## src/design/wsdf_pkg.sv

```systemverilog
// shared types and constants for the websocket frame deframer
package wsdf_pkg;

    localparam int unsigned LEN_W  = 17;
    localparam int unsigned BYTE_W = 8;
    localparam int unsigned KIND_W = 2;
    localparam int unsigned OP_W   = 4;

    localparam logic [LEN_W-1:0] MAX_PAYLOAD_RESET = 17'h10000;

    localparam logic [KIND_W-1:0] KIND_BYTE  = 2'd0;
    localparam logic [KIND_W-1:0] KIND_EMPTY = 2'd1;
    localparam logic [KIND_W-1:0] KIND_ERROR = 2'd2;

    localparam logic [OP_W-1:0] OP_TEXT   = 4'd1;
    localparam logic [OP_W-1:0] OP_BINARY = 4'd2;
    localparam logic [OP_W-1:0] OP_CLOSE  = 4'd8;
    localparam logic [OP_W-1:0] OP_PING   = 4'd9;
    localparam logic [OP_W-1:0] OP_PONG   = 4'd10;

    typedef struct packed {
        logic [KIND_W-1:0] kind;
        logic [BYTE_W-1:0] data;
        logic [OP_W-1:0]   opcode;
        logic              frame_end;
    } res_t;

endpackage

```

## src/design/wsdf_if.sv

```systemverilog
// stream and configuration interfaces of the websocket frame deframer
interface wsdf_byte_if;
    logic                       valid;
    logic                       ready;
    logic [wsdf_pkg::BYTE_W-1:0] wire_byte;

    modport source (output valid, output wire_byte, input ready);
    modport sink (input valid, input wire_byte, output ready);
endinterface

interface wsdf_res_if;
    logic                        valid;
    logic                        ready;
    logic [wsdf_pkg::KIND_W-1:0] kind;
    logic [wsdf_pkg::BYTE_W-1:0] data;
    logic [wsdf_pkg::OP_W-1:0]   opcode;
    logic                        frame_end;

    modport source (output valid, output kind, output data, output opcode,
                    output frame_end, input ready);
    modport sink (input valid, input kind, input data, input opcode,
                  input frame_end, output ready);
endinterface

interface wsdf_cfg_if;
    logic                       valid;
    logic                       ready;
    logic [wsdf_pkg::LEN_W-1:0] max_payload;

    modport source (output valid, output max_payload, input ready);
    modport sink (input valid, input max_payload, output ready);
endinterface

```

## src/design/wsdf_out_reg.sv

```systemverilog
// result register with valid/ready hold toward the consumer
module wsdf_out_reg
(
    input  logic            clk,
    input  logic            rst_n,
    input  logic            load,
    input  wsdf_pkg::res_t  din,
    output logic            free,
    wsdf_res_if.source      res
);

    logic           valid_reg;
    wsdf_pkg::res_t data_reg;

    always_ff @(posedge clk or negedge rst_n)
    begin
        if (!rst_n)
        begin
            valid_reg <= 1'b0;
        end
        else if (load)
        begin
            valid_reg <= 1'b1;
        end
        else if (res.ready)
        begin
            valid_reg <= 1'b0;
        end
    end

    always_ff @(posedge clk)
    begin
        if (load)
        begin
            data_reg <= din;
        end
    end

    assign free          = !valid_reg || res.ready;
    assign res.valid     = valid_reg;
    assign res.kind      = data_reg.kind;
    assign res.data      = data_reg.data;
    assign res.opcode    = data_reg.opcode;
    assign res.frame_end = data_reg.frame_end;

endmodule

```

## src/design/websocket_client_frame_deframer_core.sv

```systemverilog
// Client-to-server websocket frame deframer: takes one wire byte per clock
// transaction, parses the two header bytes, the 16- or 64-bit extended length and
// the 4-byte mask key, and returns each payload byte unmasked with its opcode and
// an end-of-frame flag; a zero-length frame returns one empty-frame result. A byte
// goes through an input register, then one state update whose result lands in the
// output register, and one byte is taken every cycle while the consumer keeps
// taking results. A protocol error returns one error result, after which bytes
// are still taken but give nothing until reset. max_payload is written through
// the cfg channel, which is always ready; the user must write it only while no
// byte is in flight, and the block itself does not enforce this.
module websocket_client_frame_deframer_core
(
    input  logic       clk,
    input  logic       rst_n,
    wsdf_byte_if.sink  rx,
    wsdf_res_if.source res,
    wsdf_cfg_if.sink   cfg
);

    typedef enum logic [5:0] {
        PH_HDR0    = 6'b000001,
        PH_HDR1    = 6'b000010,
        PH_EXTLEN  = 6'b000100,
        PH_MASK    = 6'b001000,
        PH_PAYLOAD = 6'b010000,
        PH_HALT    = 6'b100000
    } phase_t;

    localparam int unsigned LW = wsdf_pkg::LEN_W;

    function automatic logic len_bad(input logic [LW-1:0] acc, input logic high,
                                     input logic [6:0] code, input logic [LW-1:0] maxp);
        logic bad;
        bad = high;
        if (code == 7'd126 && acc < 17'd126)
        begin
            bad = 1'b1;
        end
        if (code == 7'd127 && acc < 17'h10000)
        begin
            bad = 1'b1;
        end
        if (acc > maxp)
        begin
            bad = 1'b1;
        end
        return bad;
    endfunction

    logic [LW-1:0] max_payload_reg;

    logic       in_valid_reg;
    logic [7:0] in_byte_reg;
    logic       go;
    logic       out_free;

    phase_t     phase_reg, phase_next;
    logic [3:0] hdr_flags_reg, hdr_flags_next;
    logic [3:0] opcode_reg, opcode_next;
    logic [6:0] code_reg, code_next;
    logic [3:0] step_reg, step_next;
    logic [LW-1:0] acc_reg, acc_next;
    logic       high_reg, high_next;
    logic [31:0] key_reg, key_next;
    logic [LW-1:0] left_reg, left_next;
    logic [1:0] idx_reg, idx_next;

    logic           emit;
    wsdf_pkg::res_t res_d;

    // configuration
    assign cfg.ready = 1'b1;

    always_ff @(posedge clk or negedge rst_n)
    begin
        if (!rst_n)
        begin
            max_payload_reg <= wsdf_pkg::MAX_PAYLOAD_RESET;
        end
        else if (cfg.valid)
        begin
            max_payload_reg <= cfg.max_payload;
        end
    end

    // input register
    assign go       = in_valid_reg && out_free;
    assign rx.ready = !in_valid_reg || go;

    always_ff @(posedge clk or negedge rst_n)
    begin
        if (!rst_n)
        begin
            in_valid_reg <= 1'b0;
        end
        else if (rx.valid && rx.ready)
        begin
            in_valid_reg <= 1'b1;
        end
        else if (go)
        begin
            in_valid_reg <= 1'b0;
        end
    end

    always_ff @(posedge clk)
    begin
        if (rx.valid && rx.ready)
        begin
            in_byte_reg <= rx.wire_byte;
        end
    end

    // frame parser
    always_comb
    begin
        logic [7:0]  b;
        logic [24:0] t;
        logic [3:0]  need;
        logic        hdr_bad;
        logic        done_len;
        logic [LW-1:0] len_v;
        logic        high_v;
        logic [7:0]  kb;

        b        = in_byte_reg;
        t        = {acc_reg, b};
        need     = (code_reg == 7'd126) ? 4'd2 : 4'd8;
        hdr_bad  = 1'b0;
        done_len = 1'b0;
        len_v    = acc_reg;
        high_v   = high_reg;
        kb       = key_reg[31:24];

        phase_next     = phase_reg;
        hdr_flags_next = hdr_flags_reg;
        opcode_next    = opcode_reg;
        code_next      = code_reg;
        step_next      = step_reg;
        acc_next       = acc_reg;
        high_next      = high_reg;
        key_next       = key_reg;
        left_next      = left_reg;
        idx_next       = idx_reg;

        emit            = 1'b0;
        res_d.kind      = wsdf_pkg::KIND_BYTE;
        res_d.data      = 8'd0;
        res_d.opcode    = opcode_reg;
        res_d.frame_end = 1'b0;

        if (go)
        begin
            unique case (phase_reg)
                PH_HDR0:
                begin
                    hdr_flags_next = b[7:4];
                    opcode_next    = b[3:0];
                    phase_next     = PH_HDR1;
                end
                PH_HDR1:
                begin
                    code_next = b[6:0];
                    hdr_bad = !(opcode_reg == wsdf_pkg::OP_TEXT
                                || opcode_reg == wsdf_pkg::OP_BINARY
                                || opcode_reg == wsdf_pkg::OP_CLOSE
                                || opcode_reg == wsdf_pkg::OP_PING
                                || opcode_reg == wsdf_pkg::OP_PONG)
                              || !hdr_flags_reg[3] || (hdr_flags_reg[2:0] != 3'd0)
                              || !b[7] || (opcode_reg[3] && b[6:0] > 7'd125)
                              || (opcode_reg == wsdf_pkg::OP_CLOSE && b[6:0] == 7'd1);
                    if (!hdr_bad)
                    begin
                        acc_next  = '0;
                        high_next = 1'b0;
                        step_next = 4'd0;
                        if (b[6:0] < 7'd126)
                        begin
                            len_v    = {{(LW-7){1'b0}}, b[6:0]};
                            high_v   = 1'b0;
                            acc_next = len_v;
                            done_len = 1'b1;
                        end
                        else
                        begin
                            phase_next = PH_EXTLEN;
                        end
                    end
                end
                PH_EXTLEN:
                begin
                    len_v     = t[LW-1:0];
                    high_v    = high_reg | (|t[24:LW]);
                    acc_next  = len_v;
                    high_next = high_v;
                    step_next = step_reg + 4'd1;
                    if (step_next >= need)
                    begin
                        done_len = 1'b1;
                    end
                end
                PH_MASK:
                begin
                    key_next  = {key_reg[23:0], b};
                    step_next = step_reg + 4'd1;
                    if (step_next >= 4'd4)
                    begin
                        step_next = 4'd0;
                        idx_next  = 2'd0;
                        if (left_reg == '0)
                        begin
                            emit            = 1'b1;
                            res_d.kind      = wsdf_pkg::KIND_EMPTY;
                            res_d.frame_end = 1'b1;
                            phase_next      = PH_HDR0;
                        end
                        else
                        begin
                            phase_next = PH_PAYLOAD;
                        end
                    end
                end
                PH_PAYLOAD:
                begin
                    case (idx_reg)
                        2'd0: kb = key_reg[31:24];
                        2'd1: kb = key_reg[23:16];
                        2'd2: kb = key_reg[15:8];
                        default: kb = key_reg[7:0];
                    endcase
                    emit            = 1'b1;
                    res_d.kind      = wsdf_pkg::KIND_BYTE;
                    res_d.data      = b ^ kb;
                    res_d.frame_end = (left_reg <= 17'd1);
                    idx_next        = idx_reg + 2'd1;
                    left_next       = left_reg - 17'd1;
                    if (left_reg <= 17'd1)
                    begin
                        phase_next = PH_HDR0;
                    end
                end
                PH_HALT:
                begin
                    phase_next = PH_HALT;
                end
                default:
                begin
                    phase_next = PH_HALT;
                end
            endcase

            if (done_len)
            begin
                if (len_bad(len_v, high_v, code_next, max_payload_reg))
                begin
                    hdr_bad = 1'b1;
                end
                else
                begin
                    left_next  = len_v;
                    step_next  = 4'd0;
                    key_next   = '0;
                    phase_next = PH_MASK;
                end
            end

            if (hdr_bad)
            begin
                emit            = 1'b1;
                res_d.kind      = wsdf_pkg::KIND_ERROR;
                res_d.data      = 8'd0;
                res_d.frame_end = 1'b0;
                phase_next      = PH_HALT;
            end
        end
    end

    always_ff @(posedge clk or negedge rst_n)
    begin
        if (!rst_n)
        begin
            phase_reg     <= PH_HDR0;
            hdr_flags_reg <= 4'd0;
            opcode_reg    <= 4'd0;
            code_reg      <= 7'd0;
            step_reg      <= 4'd0;
            acc_reg       <= '0;
            high_reg      <= 1'b0;
            key_reg       <= 32'd0;
            left_reg      <= '0;
            idx_reg       <= 2'd0;
        end
        else
        begin
            phase_reg     <= phase_next;
            hdr_flags_reg <= hdr_flags_next;
            opcode_reg    <= opcode_next;
            code_reg      <= code_next;
            step_reg      <= step_next;
            acc_reg       <= acc_next;
            high_reg      <= high_next;
            key_reg       <= key_next;
            left_reg      <= left_next;
            idx_reg       <= idx_next;
        end
    end

    wsdf_out_reg u_out_reg
    (
        .clk   (clk),
        .rst_n (rst_n),
        .load  (emit),
        .din   (res_d),
        .free  (out_free),
        .res   (res)
    );

endmodule

```

## src/flat_wrapper.sv

```systemverilog
// flat-port wrapper written by rule: the top's interface ports become plain ports
module websocket_client_frame_deframer_core_flat 
  (clk, rst_n, rx_valid, rx_wire_byte, rx_ready, res_valid, res_kind, res_data, res_opcode, res_frame_end, res_ready, cfg_valid, cfg_max_payload, cfg_ready);
  wsdf_byte_if rx_i ();
  wsdf_res_if res_i ();
  wsdf_cfg_if cfg_i ();
  input  logic clk;
  input  logic rst_n;
  input wire logic [$bits(rx_i.valid)-1:0] rx_valid;
  input wire logic [$bits(rx_i.wire_byte)-1:0] rx_wire_byte;
  output wire logic [$bits(rx_i.ready)-1:0] rx_ready;
  output wire logic [$bits(res_i.valid)-1:0] res_valid;
  output wire logic [$bits(res_i.kind)-1:0] res_kind;
  output wire logic [$bits(res_i.data)-1:0] res_data;
  output wire logic [$bits(res_i.opcode)-1:0] res_opcode;
  output wire logic [$bits(res_i.frame_end)-1:0] res_frame_end;
  input wire logic [$bits(res_i.ready)-1:0] res_ready;
  input wire logic [$bits(cfg_i.valid)-1:0] cfg_valid;
  input wire logic [$bits(cfg_i.max_payload)-1:0] cfg_max_payload;
  output wire logic [$bits(cfg_i.ready)-1:0] cfg_ready;
  assign rx_i.valid = rx_valid;
  assign rx_i.wire_byte = rx_wire_byte;
  assign rx_ready = rx_i.ready;
  assign res_valid = res_i.valid;
  assign res_kind = res_i.kind;
  assign res_data = res_i.data;
  assign res_opcode = res_i.opcode;
  assign res_frame_end = res_i.frame_end;
  assign res_i.ready = res_ready;
  assign cfg_i.valid = cfg_valid;
  assign cfg_i.max_payload = cfg_max_payload;
  assign cfg_ready = cfg_i.ready;
  websocket_client_frame_deframer_core u_core (.clk(clk), .rst_n(rst_n), .rx(rx_i), .res(res_i), .cfg(cfg_i));
endmodule
```

## config.mk

```make
export PLATFORM = sky130hd
export DESIGN_NAME = websocket_client_frame_deframer_core_flat
export DESIGN_NICKNAME = d
export VERILOG_FILES = /design/src/design/wsdf_pkg.sv /design/src/design/wsdf_if.sv /design/src/design/wsdf_out_reg.sv /design/src/design/websocket_client_frame_deframer_core.sv /design/src/flat_wrapper.sv
export SDC_FILE = /design/constraint.sdc
export NUM_CORES = 1
export LEC_CHECK = 0
export BUFFER_PORTS_ARGS = -buffer_cell sky130_fd_sc_hd__buf_2
export CAP_MARGIN = 20
export CORE_UTILIZATION = 59
export DETAILED_ROUTE_END_ITERATION = 12
export GPL_ROUTABILITY_DRIVEN = 0
export PLACE_DENSITY_LB_ADDON = 0.08
export SYNTH_ARGS = -nofsm -noshare
export SYNTH_HDL_FRONTEND = slang
export SYNTH_SLANG_ARGS = --single-unit
```

## constraint.sdc

```tcl
create_clock -name clk -period 5.5 [get_ports clk]
set_clock_uncertainty 0.2 [all_clocks]
set_input_delay 0.275 -clock clk [delete_from_list [all_inputs] [get_ports clk]]
set_output_delay 0.275 -clock clk [all_outputs]
set_load 0.02 [all_outputs]
```

==> results_dict.tcl <==
set metrics [dict create \
    status "finished, final reports clean" \
    cts_resized 0 \
    timing.rr.start "u_core.in_byte_reg[5]" \
    critPathMaxStageDelay_ps 730 \
    root_buffer "clkbuf_16" \
    clockPowerShare 0.505 \
    rr_worst_depth 16 \
    whs_ps 106 \
    ir_worst_vdd_mv 0.314 \
    switching_share 0.235 \
    netlist_instances 811 \
    wl_per_cell_um 18.7 \
    critPathLaunchType "register" \
    worst_pin_slew_ps 742 \
    report.power.total_mw 2.37 \
    drive_gt1_frac 0.150 \
    vias_per_cell 6.19 \
    synth_fp_nets 867 \
    design_area_sq_um 8610 \
    holdBufCountCts 28 \
    crit_fanout 33 \
    wl_mm 19.6 \
    startpoint "u_core.in_byte_reg[5]" \
    diodes 0 \
    powerDensity_nw_per_um2 275 \
    drtAntennaViolNets 0 \
    ys_types 63 \
    dieArea_sq_um 13000 \
    switching_power_mw 0.556 \
    fin_tns_setup_ps 0 \
    fmaxAchievable_mhz 203 \
    clock_path_buffers 2 \
    drtIter0Drc 864 \
    crit_slowest_cell "or4b_1" \
    p_comb_frac 0.048 \
    fin_crit_sh 0.897 \
    die_h_um 114 \
    worstPathRequired_ps 5590 \
    finalCriticalPeriod_ps 4930 \
    io_buffers 46 \
    finalNonFillerCells 1052 \
    rsz0062_at_grt "false" \
    clock-sinks 136 \
    ys_warn_count 0 \
    netlist_area_sq_um 7390 \
    h-tree-depth 4 \
    cp.buffers_inverters 2 \
    dp.cells 991 \
    grt_pass1_vias 6124 \
    hpwl_mm 13.1 \
    final-max-slew-violation-count 0 \
    reg2reg_slack_ps 570 \
    pin_count 48 \
    core_area_sq_um 12100 \
    grtUsageTotal 0.323 \
    crit_cells 16 \
    dpl-instance-area_sq_um 7700 \
    slew_headroom 0.506 \
    route.detailed.drc 0 \
    power_frac_seq 0.447 \
    internal_power_mw 1.81 \
    synth-seq-cells 136 \
    final-hold-violation-count 0 \
    avgSynthCellArea_sq_um 9.12 \
    overflow 0 \
    cts_setup_buffers 0 \
    maxCapViolations 0 \
    nets 927 \
    synth_edf_count 23 \
    cp-endpoint "u_core.key_reg[0]" \
    synthFlopType "dfrtp_1" \
    setup_viol 0 \
    firstDrtPassIters 6 \
    critical_path_class "reg -> reg" \
    largest_reg_flops 32 \
    worst_setup_path_end_kind "register" \
    timing.rr.end "u_core.key_reg[0]" \
    grt_pass1_wl_mm 32.0 \
    clkLatencyLatePin_ps 430 \
    grt_antenna_before_repair 0 \
    hold_path_depth 3 \
    dieWidth_um 114 \
    syn2layout_area_growth_pct 16.5 \
    grt_max_degree 59 \
    cpLargestDelayFamily "simple AND/OR/NAND/NOR gates" \
    vias 6515 \
    start_util 0.611 \
    num_rows 40 \
    worst_ep_arrival_time_ps 5030 \
    cts_tree "yes" \
    ys_seq_area_frac 0.476 \
    cts.clk_slew.worst_paths_ps 60 \
    crit_chain "nor4_1 > and4b_1 > nor4_1 > buf_4 > nor2_1 > buf_4 > mux2_2 > ha_1 > a211oi_1 > o21ai_0 > o221ai_1 > a31oi_1 > or4b_1 > nor2_4 > and2_4 > o21ai_0" \
    cts-buffers-inserted 17 \
    p_leak_nw 3.75 \
    async_flop_share 0.831 \
    hp-class "in -> reg" \
]
[layer usage]
| metal | global-route usage | part of all wire |
|---|---|---|
| met5 | 0 | 0 |
| met4 | 0.0952 | 0.017 |
| met3 | 0.0701 | 0.088 |
| met2 | 0.490 | 0.46 |
| met1 | 0.469 | 0.44 |
[cell type report]
class / instances / area (sq um)
sequential: 136 / 3520
clock buffer: 17 / 425
timing repair buffer: 90 / 641
inverter: 41 / 154
fill: 918 / 3500
tap: 168 / 210
multi-input combinational: 585 / 3470
clock inverter: 15 / 193
[through the flow]
step	util	setup WS [ps]
finish	0.711	566
global route	0.711	251
CTS	0.710	616
detailed placement	0.636	655
global placement	0.636	790
floorplan	-	874
[Yosys cell counts, types with 4 or more instances]
cell      number  share of area
dfrtp_1      111           0.38
a22o_1         8         0.0095
clkbuf_1      33          0.017
and3_1         6         0.0051
mux2_2        17          0.026
nand2b_1       5         0.0042
nor2_1        58          0.029
o31ai_1       13          0.013
or3_1          4         0.0034
nand2_1      138          0.070
a211oi_1       4         0.0041
nand4_1        9         0.0076
xnor2_1       11          0.013
nand3_1       21          0.014
a31o_2         8         0.0095
edfxtp_1      23          0.093
nor2b_1        8         0.0068
buf_4          8         0.0081
o21ai_1       27          0.018
a31oi_1        9         0.0076
o211a_1        4         0.0054
a222oi_1       8          0.011
o211ai_1       5         0.0051
inv_1         41          0.021
o21ai_0       65          0.044
ha_1          26          0.044
nor3_1        27          0.018
nor4_1        10         0.0085
buf_6          4         0.0061
a21oi_1       41          0.028
o21a_1         5         0.0051
buf_2          4         0.0027
[power by group through the flow]
stage | logic, mW | clock network, mW | registers [mW]
finish | 0.114 | 1.19 | 1.06
global route | 0.129 | 1.25 | 1.06
CTS | 0.113 | 1.21 | 1.06
detailed placement | 0.0964 | 0 | 1.08
global placement | 0.0924 | 0 | 1.08
floorplan | 0.0580 | 0 | 1.06
[kinds of logic after synthesis]
kind of cell / Yosys count / share of synthesized area
xor+xnor: 13 / 0.0154
flops: 136 / 0.476
other cells: 1 / 0.000507
mux: 19 / 0.0286
compound gates: 213 / 0.179
buf+inv: 90 / 0.0545
fa+ha+maj: 26 / 0.0440
simple gates: 313 / 0.202
[cells in the final DEF, fill, tap and decap left out, types with 16 or more instances in the layout]
master | Yosys | layout
nand2_1 | 138 | 138
dfrtp_1 | 111 | 111
o21ai_0 | 65 | 65
nor2_1 | 58 | 58
buf_2 | 4 | 45
inv_1 | 41 | 41
a21oi_1 | 41 | 41
dlygate4sd3_1 | 0 | 28
nor3_1 | 27 | 27
o21ai_1 | 27 | 27
ha_1 | 26 | 26
edfxtp_1 | 23 | 23
nand3_1 | 21 | 21
mux2_2 | 17 | 17
clkbuf_16 | 0 | 17
buf_4 | 8 | 16
[worst reg2reg max path: stages, from the launching register on]
cell	delay [ps]
edfxtp_1	530
nor4_1	350
and4b_1	360
nor4_1	90
buf_4	170
nor2_1	100
buf_4	190
mux2_2	390
ha_1	300
a211oi_1	200
o21ai_0	120
o221ai_1	190
a31oi_1	140
or4b_1	730
nor2_4	200
and2_4	390
o21ai_0	170
[worst min-delay path by stage]
stage              start                         end
6_report       cfg_valid  u_core.max_payload_reg[16]
5_1_grt        cfg_valid  u_core.max_payload_reg[16]
4_1_cts        cfg_valid  u_core.max_payload_reg[16]
3_5_place_dp       rst_n          u_core.left_reg[9]
3_3_place_gp       rst_n         u_core.left_reg[10]
2_1_floorplan      rst_n           u_core.acc_reg[0]
Note: power is estimated with default switching activity, not from simulation.
